--- src/hdl/npc_pkg.sv ---
`timescale 1ns / 1ps
// ----------------------------------------------------------------------------
// npc_pkg
// Shared types and constants for the nearest palette color search.
// ----------------------------------------------------------------------------
package npc_pkg;

  localparam int unsigned CHAN_W = 8;
  localparam int unsigned IDX_W  = 5;   // entry index and search count width
  localparam int unsigned SQ_W   = 2 * CHAN_W;
  localparam int unsigned DIST_W = 18;  // 3 * 255^2 fits
  localparam int unsigned ENTRY_W = 3 * CHAN_W;

  localparam logic CMD_LOAD  = 1'b0;
  localparam logic CMD_QUERY = 1'b1;

  localparam logic [IDX_W-1:0] ENTRIES_RESET = 5'd18;
  localparam logic [DIST_W-1:0] DIST_MAX = 18'd195075;

  typedef enum logic [1:0] {
    ST_IDLE,
    ST_SCAN,
    ST_DRAIN
  } npc_state_t;

  // Travels alongside each palette entry through the distance pipeline.
  typedef struct packed {
    logic             valid;
    logic             first;
    logic             last;
    logic [IDX_W-1:0] idx;
  } npc_tag_t;

endpackage

--- src/hdl/npc_dist.sv ---
`timescale 1ns / 1ps
// ----------------------------------------------------------------------------
// npc_dist
// Two-stage squared RGB distance: channel squares, then their sum.
// ----------------------------------------------------------------------------
module npc_dist (
  input  logic                          clk,
  input  logic                          rst_n,
  input  npc_pkg::npc_tag_t             tag_in,
  input  logic [npc_pkg::ENTRY_W-1:0]   entry,
  input  logic [npc_pkg::CHAN_W-1:0]    q_red,
  input  logic [npc_pkg::CHAN_W-1:0]    q_green,
  input  logic [npc_pkg::CHAN_W-1:0]    q_blue,
  output npc_pkg::npc_tag_t             tag_out,
  output logic [npc_pkg::DIST_W-1:0]    dist_out
);

  logic [npc_pkg::CHAN_W-1:0] e_red, e_green, e_blue;
  logic [npc_pkg::CHAN_W-1:0] d_red, d_green, d_blue;
  logic [npc_pkg::SQ_W-1:0]   sq_red_r, sq_green_r, sq_blue_r;
  npc_pkg::npc_tag_t          tag_a_r, tag_b_r;
  logic [npc_pkg::DIST_W-1:0] dist_r;

  assign e_red   = entry[3*npc_pkg::CHAN_W-1:2*npc_pkg::CHAN_W];
  assign e_green = entry[2*npc_pkg::CHAN_W-1:npc_pkg::CHAN_W];
  assign e_blue  = entry[npc_pkg::CHAN_W-1:0];

  always_comb begin
    d_red   = (q_red   >= e_red)   ? q_red   - e_red   : e_red   - q_red;
    d_green = (q_green >= e_green) ? q_green - e_green : e_green - q_green;
    d_blue  = (q_blue  >= e_blue)  ? q_blue  - e_blue  : e_blue  - q_blue;
  end

  always_ff @(posedge clk) begin
    if (!rst_n) begin
      tag_a_r <= '0;
      tag_b_r <= '0;
    end else begin
      tag_a_r <= tag_in;
      tag_b_r <= tag_a_r;
    end
  end

  always_ff @(posedge clk) begin
    sq_red_r   <= npc_pkg::SQ_W'(d_red)   * npc_pkg::SQ_W'(d_red);
    sq_green_r <= npc_pkg::SQ_W'(d_green) * npc_pkg::SQ_W'(d_green);
    sq_blue_r  <= npc_pkg::SQ_W'(d_blue)  * npc_pkg::SQ_W'(d_blue);
    dist_r     <= npc_pkg::DIST_W'(sq_red_r) + npc_pkg::DIST_W'(sq_green_r)
                + npc_pkg::DIST_W'(sq_blue_r);
  end

  assign tag_out  = tag_b_r;
  assign dist_out = dist_r;

endmodule

--- src/hdl/nearest_palette_color.sv ---
`timescale 1ns / 1ps
// ----------------------------------------------------------------------------
// nearest_palette_color
// Nearest palette entry search by squared Euclidean RGB distance.
// ----------------------------------------------------------------------------
// A load request (in_command = 0) writes one palette entry in the accepting
// cycle; busy stays low and the next request may follow at once. A query
// request (in_command = 1) reads the palette memory one entry per cycle over
// the first N entries (N = the entries_used register, 0 taken as 1, capped at
// PALETTE_SIZE), runs each through a two-stage distance pipeline and keeps the
// best; out_valid is registered from the compare of the last entry, rises as
// busy falls and stays up for one cycle. Busy is high while the entries are
// read and drained through the pipeline, so no new request is taken before the
// result is out. The single memory read port sets the one entry per cycle pace.
// Results are not held: the receiver must take them in the out_valid cycle.
// Ties go to the lowest index. Palette entries hold no defined value until
// loaded, so queries must only reach loaded entries.
// ----------------------------------------------------------------------------
module nearest_palette_color #(
  parameter int unsigned PALETTE_SIZE = 18
) (
  input  logic                          clk,
  input  logic                          rst_n,
  input  logic                          start,
  output logic                          busy,
  input  logic                          in_command,
  input  logic [npc_pkg::IDX_W-1:0]     in_entry_index,
  input  logic [npc_pkg::CHAN_W-1:0]    in_red,
  input  logic [npc_pkg::CHAN_W-1:0]    in_green,
  input  logic [npc_pkg::CHAN_W-1:0]    in_blue,
  output logic                          out_valid,
  output logic [npc_pkg::IDX_W-1:0]     out_nearest_index,
  output logic [npc_pkg::DIST_W-1:0]    out_distance_squared,
  input  logic                          cfg_we,
  input  logic [npc_pkg::IDX_W-1:0]     cfg_data
);

  localparam int unsigned AW = (PALETTE_SIZE > 1) ? $clog2(PALETTE_SIZE) : 1;

  logic [npc_pkg::ENTRY_W-1:0] mem [PALETTE_SIZE];

  npc_pkg::npc_state_t state_r, state_nxt;

  logic [npc_pkg::IDX_W-1:0]  entries_used_r;
  logic [npc_pkg::IDX_W-1:0]  count_r, count_nxt;
  logic [npc_pkg::IDX_W-1:0]  rd_ptr_r;
  logic [npc_pkg::CHAN_W-1:0] q_red_r, q_green_r, q_blue_r;
  logic [npc_pkg::ENTRY_W-1:0] rd_data_r;
  npc_pkg::npc_tag_t          rd_tag_r, cmp_tag;
  logic [npc_pkg::DIST_W-1:0] cmp_dist;
  logic [npc_pkg::DIST_W-1:0] best_dist_r, best_dist_nxt;
  logic [npc_pkg::IDX_W-1:0]  best_idx_r, best_idx_nxt;
  logic [npc_pkg::IDX_W-1:0]  out_idx_r;
  logic [npc_pkg::DIST_W-1:0] out_dist_r;
  logic                       out_valid_r;

  logic accept, query_go, load_go, rd_en, rd_last;

  assign accept   = start && !busy;
  assign query_go = accept && (in_command == npc_pkg::CMD_QUERY);
  assign load_go  = accept && (in_command == npc_pkg::CMD_LOAD)
                    && (int'(in_entry_index) < int'(PALETTE_SIZE));
  assign rd_last  = (rd_ptr_r == count_r - npc_pkg::IDX_W'(1));

  // Search count: zero searches one entry, too large clips to the palette.
  always_comb begin
    count_nxt = entries_used_r;
    if (entries_used_r == '0) begin
      count_nxt = npc_pkg::IDX_W'(1);
    end else if (int'(entries_used_r) > int'(PALETTE_SIZE)) begin
      count_nxt = npc_pkg::IDX_W'(PALETTE_SIZE);
    end
  end

  // Next state
  always_comb begin
    state_nxt = state_r;
    case (state_r)
      npc_pkg::ST_IDLE: begin
        if (query_go) state_nxt = npc_pkg::ST_SCAN;
      end
      npc_pkg::ST_SCAN: begin
        if (rd_last) state_nxt = npc_pkg::ST_DRAIN;
      end
      npc_pkg::ST_DRAIN: begin
        if (cmp_tag.valid && cmp_tag.last) state_nxt = npc_pkg::ST_IDLE;
      end
      default: state_nxt = npc_pkg::ST_IDLE;
    endcase
  end

  // State outputs
  always_comb begin
    busy  = 1'b1;
    rd_en = 1'b0;
    case (state_r)
      npc_pkg::ST_IDLE:  busy = 1'b0;
      npc_pkg::ST_SCAN:  rd_en = 1'b1;
      npc_pkg::ST_DRAIN: rd_en = 1'b0;
      default:           busy = 1'b0;
    endcase
  end

  always_ff @(posedge clk) begin
    if (!rst_n) begin
      state_r        <= npc_pkg::ST_IDLE;
      entries_used_r <= npc_pkg::ENTRIES_RESET;
      rd_ptr_r       <= '0;
      rd_tag_r       <= '0;
      out_valid_r    <= 1'b0;
    end else begin
      state_r <= state_nxt;
      if (cfg_we) entries_used_r <= cfg_data;
      if (query_go) begin
        rd_ptr_r <= '0;
      end else if (rd_en) begin
        rd_ptr_r <= rd_ptr_r + npc_pkg::IDX_W'(1);
      end
      rd_tag_r.valid <= rd_en;
      rd_tag_r.first <= (rd_ptr_r == '0);
      rd_tag_r.last  <= rd_last;
      rd_tag_r.idx   <= rd_ptr_r;
      out_valid_r    <= cmp_tag.valid && cmp_tag.last;
    end
  end

  // Query color and search count, held for the whole scan
  always_ff @(posedge clk) begin
    if (query_go) begin
      q_red_r   <= in_red;
      q_green_r <= in_green;
      q_blue_r  <= in_blue;
      count_r   <= count_nxt;
    end
  end

  // Palette memory: writes only while idle, reads only while scanning
  always_ff @(posedge clk) begin
    if (load_go) mem[AW'(in_entry_index)] <= {in_red, in_green, in_blue};
  end

  always_ff @(posedge clk) begin
    if (rd_en) rd_data_r <= mem[AW'(rd_ptr_r)];
  end

  npc_dist u_dist (
    .clk      (clk),
    .rst_n    (rst_n),
    .tag_in   (rd_tag_r),
    .entry    (rd_data_r),
    .q_red    (q_red_r),
    .q_green  (q_green_r),
    .q_blue   (q_blue_r),
    .tag_out  (cmp_tag),
    .dist_out (cmp_dist)
  );

  // Strict less-than keeps the lowest index on ties
  always_comb begin
    best_dist_nxt = best_dist_r;
    best_idx_nxt  = best_idx_r;
    if (cmp_tag.valid && (cmp_tag.first || (cmp_dist < best_dist_r))) begin
      best_dist_nxt = cmp_dist;
      best_idx_nxt  = cmp_tag.idx;
    end
  end

  always_ff @(posedge clk) begin
    best_dist_r <= best_dist_nxt;
    best_idx_r  <= best_idx_nxt;
    if (cmp_tag.valid && cmp_tag.last) begin
      out_idx_r  <= best_idx_nxt;
      out_dist_r <= best_dist_nxt;
    end
  end

  assign out_valid            = out_valid_r;
  assign out_nearest_index    = out_idx_r;
  assign out_distance_squared = out_dist_r;

`ifndef SYNTHESIS
  a_result_when_idle: assert property (@(posedge clk) disable iff (!rst_n)
    out_valid |-> !busy)
    else $error("result issued while still busy");

  a_query_goes_busy: assert property (@(posedge clk) disable iff (!rst_n)
    query_go |=> busy)
    else $error("query accepted but busy not raised");

  a_load_stays_idle: assert property (@(posedge clk) disable iff (!rst_n)
    (accept && (in_command == npc_pkg::CMD_LOAD)) |=> !busy)
    else $error("load request made the block busy");

  a_index_in_range: assert property (@(posedge clk) disable iff (!rst_n)
    out_valid |-> (out_nearest_index < count_r))
    else $error("nearest index beyond search count");

  a_dist_bound: assert property (@(posedge clk) disable iff (!rst_n)
    out_valid |-> (out_distance_squared <= npc_pkg::DIST_MAX))
    else $error("distance above maximum");
`endif

endmodule
--- config.mk ---
export PLATFORM = sky130hd
export DESIGN_NAME = nearest_palette_color
export DESIGN_NICKNAME = d
export VERILOG_FILES = /design/src/hdl/npc_pkg.sv /design/src/hdl/npc_dist.sv /design/src/hdl/nearest_palette_color.sv
export SDC_FILE = /design/constraint.sdc
export NUM_CORES = 1
export LEC_CHECK = 0
export BUFFER_PORTS_ARGS = -buffer_cell sky130_fd_sc_hd__buf_2
export CAP_MARGIN = 20
export CORE_ASPECT_RATIO = 1.1
export CORE_UTILIZATION = 45
export CTS_CLUSTER_SIZE = 24
export DETAILED_ROUTE_END_ITERATION = 12
export HOLD_SLACK_MARGIN = 0.15
export PLACE_DENSITY = 0.57
export RECOVER_POWER = 100
export SYNTH_ARGS = -nofsm -noshare
export SYNTH_HDL_FRONTEND = slang
export SYNTH_SLANG_ARGS = --single-unit
--- constraint.sdc ---
create_clock -name clk -period 8.9 [get_ports clk]
set_clock_uncertainty 0.2 [all_clocks]
set_input_delay 0.89 -clock clk [delete_from_list [all_inputs] [get_ports clk]]
set_output_delay 0.89 -clock clk [all_outputs]
set_load 0.02 [all_outputs]
# Word level (Yosys, flattened, before mapping)
# Memory sizes are Yosys's and may differ from the RTL's. A register that Yosys moved wholly into a read port is not among the register bits.
# Index checks and enable logic that the tools add are counted.
word_totals:
  reg_bits: 178
  n_memories: 1
  ramBits: 432
  in_bits: 39
classes:
  n_eq_ne: 6
  order_cmp: 6
  muxes: 14
  mul: 3
  addsub: 10
  n_bitwise: 2
  reduce_logical: 15
mem_list:
  columns: ["name", "depth", "word_bits", "read_ports", "rd_clocked_by_memory_dff", "wr", "line", "text"]
  rows:
  - ["mem", 18, 24, 1, 1, 1, "nearest_palette_color.sv:40", "logic [npc_pkg::ENTRY_W-1:0] mem [PALETTE_SIZE];"]
ops:
  columns: ["op", "n"]
  rows:
  - ["$mul 8x8->16", 3]
  - ["$sub 8x8->8", 6]
  - ["$ge 8x8->1", 3]
  - ["$mux 8", 3]
  - ["$add 18x16->18", 1]
  - ["$lt 18x18->1", 1]
  - ["$mux 18", 1]
  - ["$add 16x16->17", 1]
  - ["$logic_not 5->1", 2]
  - ["$mux 5", 2]
  - ["$logic_and 1x1->1", 6]
  - ["$mux 2", 3]
  - ["$ne 2x2->1 const B", 3]
  - ["$pmux 2 s3", 1]
  - ["$reduce_or 2->1", 3]
  - ["$add 5x1->5 const B", 1]
  - ["$eq 5x5->1", 1]
  - ["$gt 5x5->1 const B", 1]
  - ["$lt 5x5->1 const B", 1]
  - ["$sub 5x1->5 const B", 1]
  - ["$mux 1", 4]
  - ["$reduce_and 3->1", 1]
  - ["$eq 2x1->1 const B", 1]
  - ["$eq 2x2->1 const B", 1]
  - ["other kinds (4)", 5]

# Logic depth before layout (Yosys ltp)
logic_depth:
  depth_word: 9
  mapped_depth: 28
  mapped_depth_nobuf: 28

# Modules after synthesis
# Synthesis repeated with hierarchy kept, for this count alone.
hier_totals:
  cells_unflattened: 2093
  area_unflattened_um2: 30884.6
by_module_without_submodules:
  columns: ["mod", "n_inst", "area_per_inst_um2", "cells_per_inst"]
  rows:
  - ["nearest_palette_color", 1, 21112.7, 1016]
  - ["npc_dist", 1, 9771.9, 1077]

# Worst setup path after synthesis
# No wires, ideal clock.
synth_path:
  path_type: "register -> register"
  from: "register q_green_r[0] (netlist name)"
  to: "register u_dist.sq_green_r[13] (netlist name)"
  synth_period_minus_slack_ns: 6.464
  t_arrival_ns: 6.192
  t_required_ns: 8.628
  path_slack_ns: 2.436
  stages_incl_launch_ff: 27
  path_buffers: 1
  cell_sequence: "edfxtp_1 > inv_1 > ha_1 > inv_1 > fa_1 > nand3_1 > a311oi_1 > a211oi_4 > mux2i_1 > o221ai_1 > xnor2_1 > buf_2 > or2_2 > fa_1 > inv_1 > fa_1 > fa_1 > inv_1 > fa_1 > inv_1 > ha_1 > or2_2 > o311a_1 > o21a_1 > o21ai_0 > nor2b_1 > xnor2_1"
synth_via:
  elab_chain_len: 3
synth_lines:
  columns: ["element", "line", "text"]
  rows:
  - ["start: declaration", "nearest_palette_color.sv:47", "logic [npc_pkg::CHAN_W-1:0] q_red_r, q_green_r, q_blue_r;"]
  - ["start signal: assignment", "nearest_palette_color.sv:131", "q_green_r <= in_green;"]
  - ["$sub 8x8->8 / $ge 8x8->1 (equally long branches)", "npc_dist.sv:30", "d_green = (q_green >= e_green) ? q_green - e_green : e_green - q_green;"]
  - ["$mux 8 (*)", "npc_dist.sv:30", null]
  - ["$mul 8x8->16 (*)", "npc_dist.sv:46", "sq_green_r <= npc_pkg::SQ_W'(d_green) * npc_pkg::SQ_W'(d_green);"]
  - ["end signal: assignment", "npc_dist.sv:46", null]
  - ["end: declaration", "npc_dist.sv:20", "logic [npc_pkg::SQ_W-1:0] sq_red_r, sq_green_r, sq_blue_r;"]
# Mark *: on every way between the ends. The rest lies on a longest branch, timed or not.
# A chain may end at the register's enable or synchronous reset.

# Worst setup path in the final report
layout_path:
  from: "register q_green_r[0] (netlist name)"
  to: "register u_dist.sq_green_r[15] (netlist name)"
# The elaborated chain is that of the path after synthesis.

==> run summary <==
DP HPWL: 40500 µm
RSZ-0062 raised after global routing: no
Top-count cell post-synth: edfxtp_1
Met1 Use GR: 24.0%
Setup violations, final: 0
Largest area contributor in the netlist: edfxtp_1
Post-synthesis sequential area ratio: 56.7%
Synth cell count leaders: edfxtp_1, inv_1, ha_1
Min Tclk post-route: 7560 ps
Crit-path max cell delay: 980 ps
Vias per cell: 5.46
TNS Setup: 0 ps
Final hold viol count: 0
Pwr Density: 379 nW/µm²
Top post-synthesis cells by area: edfxtp_1, mux4_2, dfxtp_1, ha_1, fa_1
Htree depth: 3
Clock-pin slew on the worst setup and hold paths: 60 ps
Clock sink count: 631
Final core utilization: 50.7%
Max Cap Viol: 23
Clock latency at the later pin of the worst-skew pair: 620 ps
Fin crit share: 84.9%
Mapped Nets: 2557
CTS tree: built
Crit path max-delay family: compound AO/OA/AOI/OAI gates
Top-area cell type share of the netlist area: 48.8%
Avg Inst Size Synth: 13.9 µm²
Die Height: 278 µm
Routed WL: 65500 µm
Vias in the first global route: 18607
Worst Max-Slew Pin Slew: 3360 ps
CTS root buf: clkbuf_16
Die area: 70500 µm²
GRT Total Usage: 19.0%
Antenna diodes: 0
CP max stage cell: a211oi_1
Post-route ant nets: 0
Main synth FF type: edfxtp_1
Synth cell types: 72
Worst hold slack: 229 ps
Area growth syn-to-layout: 10.7%
Initial Utilization: 45.8%
P_leak: 12.8 nW
Slew HR: -124%
Final-stage net count: 2639
Row count: 100
TritonRoute pass-1 iters: 6
Initial DRC Count: 1056
Routed len/inst: 19.8 µm
Critical Path Source Type: register
CP endpoint kind: register
Synthesized cell area: 31200 µm²
Worst-path maximum fanout: 11
Post-synth EDFFs: 508
Via count: 18003
WS Path Type: reg -> reg
Most used cell, CP: fa_1
Yosys reg bits: 631
Grt ovf: 0
Largest net degree at the start of global routing: 85
Post-synth ARST share: 0%
Max IR drop VDD: 0.000302 V
Post-Synthesis Cells: 2249
GP Congestion: 0.809
CP required: 9180 ps
Met3 Track Usage GR: 2.56%
Met2 Track Usage GR: 33.5%
Placed Area: 32700 µm²
Status: finished, violations left
Layout cell share with drive strength beyond 1: 11.5%
Antenna violations before repair: 0
PortBufs: 63
Total power: 13.1 mW
Die width: 253 µm
Post-CTS Setup Inserts: 0
Failing checks: capacitance limit, slew limit
First-pass GRT wire length: 103000 µm
Warnings from Yosys: 0
Clock Path Buffers: 3
Max Fclk: 0.132 GHz
Drc violations: 0
Final slew viol count: 590
# IOs: 64
Grt peak-use layer: met2
Worst Path Buf+Inv: 2
Post-CTS sizing: 0
Fin area: 34600 µm²
Post-CTS Hold Fix Bufs: 0
Core Area: 68200 µm²
CTS buffer count: 66
HP Class: reg -> reg
CP arrival: 7840 ps
registers in the layout, summed over array words and instances, names as in the netlist, 15 cells and up:
signal                cells
mem                     432
rd_data_r                24
best_dist_r              18
out_distance_squared     18
u_dist.dist_out          18
u_dist.sq_blue_r         15
u_dist.sq_green_r        15
u_dist.sq_red_r          15
worst paths after layout:
path | slack, ps | endpoint | depth (start not counted) | from
worst max register to register | 1340 | u_dist.sq_green_r[15] | 25 | q_green_r[0]
worst min-delay path | 230 | u_dist.tag_out[7] | 1 | u_dist.tag_a_r[7]
worst min register to register | 230 | u_dist.tag_out[7] | 1 | u_dist.tag_a_r[7]
worst max-delay path | 1340 | u_dist.sq_green_r[15] | 25 | q_green_r[0]
layout by cell type (no fill, tap or decap), drive strengths merged, types with 69 or more instances in the layout:
cell	netlist	routed
ha	189	189
dfxtp	123	123
a21oi	101	101
edfxtp	508	508
clkbuf	51	152
nor2	170	170
nand2	69	69
inv	227	230
xnor2	70	70
fa	80	80
mux4	120	120
cell families (layout without fill, tap and decap cells):
family / Yosys count / count (layout) / synth area share [%]
DFF: 631 / 631 / 56.7
buffers and inverters: 306 / 439 / 3.77
muxes: 166 / 166 / 10.1
AOI/OAI and AO/OA: 285 / 285 / 6.04
adders and majority gates: 270 / 270 / 12.7
xor gates and xnor gates: 102 / 102 / 2.91
and+or+nand+nor: 489 / 489 / 7.73
where the power goes:
| group | leakage, nW | internal (mW) | switching, mW |
|---|---|---|---|
| sequential | 5.62 | 3.55 | 0.123 |
| clock | 1.03 | 1.51 | 1.16 |
| combinational | 6.15 | 3.05 | 3.74 |
per-layer routing:
layer  part of all wire [%]  vias up
met5                      0        -
met4                    2.5        0
met3                    4.1      107
met2                     51      381
met1                     43     9095
li1                       -     8420
through the flow:
| stage | setup WS (ps) | instances |
|---|---|---|
| after floorplan | 2440 | 2249 |
| after detailed placement | 1830 | 3181 |
| final | 1340 | 3300 |
| after CTS | 1830 | 3300 |
| after global routing | 789 | 3300 |
| after global placement | 2010 | 3181 |
final cells by class:
cell class	instances	area [µm²]
Clock buffer	79	1740
Multi-Input combinational cell	1312	12400
Timing Repair Buffer	93	404
Clock inverter	40	364
Sequential cell	631	17700
Tap cell	918	1150
Inverter	227	852
Fill cell	5797	33600
worst register-to-register path, stage by stage (launching register included):
cell and delay, ps:
edfxtp_1 390, inv_1 70, ha_1 130, inv_1 60
fa_1 380, nand3_1 120, a311oi_1 110, a211oi_1 980
mux2i_1 420, o221ai_1 200, xnor2_1 680, nor2_1 210
fa_1 530, xnor2_1 210, xnor2_1 160, fa_1 460
fa_1 440, ha_1 340, nand2_1 80, o21ai_0 110
o21a_1 210, o311a_1 300, o21a_1 180, o21ai_0 210
a21oi_1 110, xor2_1 150
Note: power is estimated with default switching activity, not from simulation.
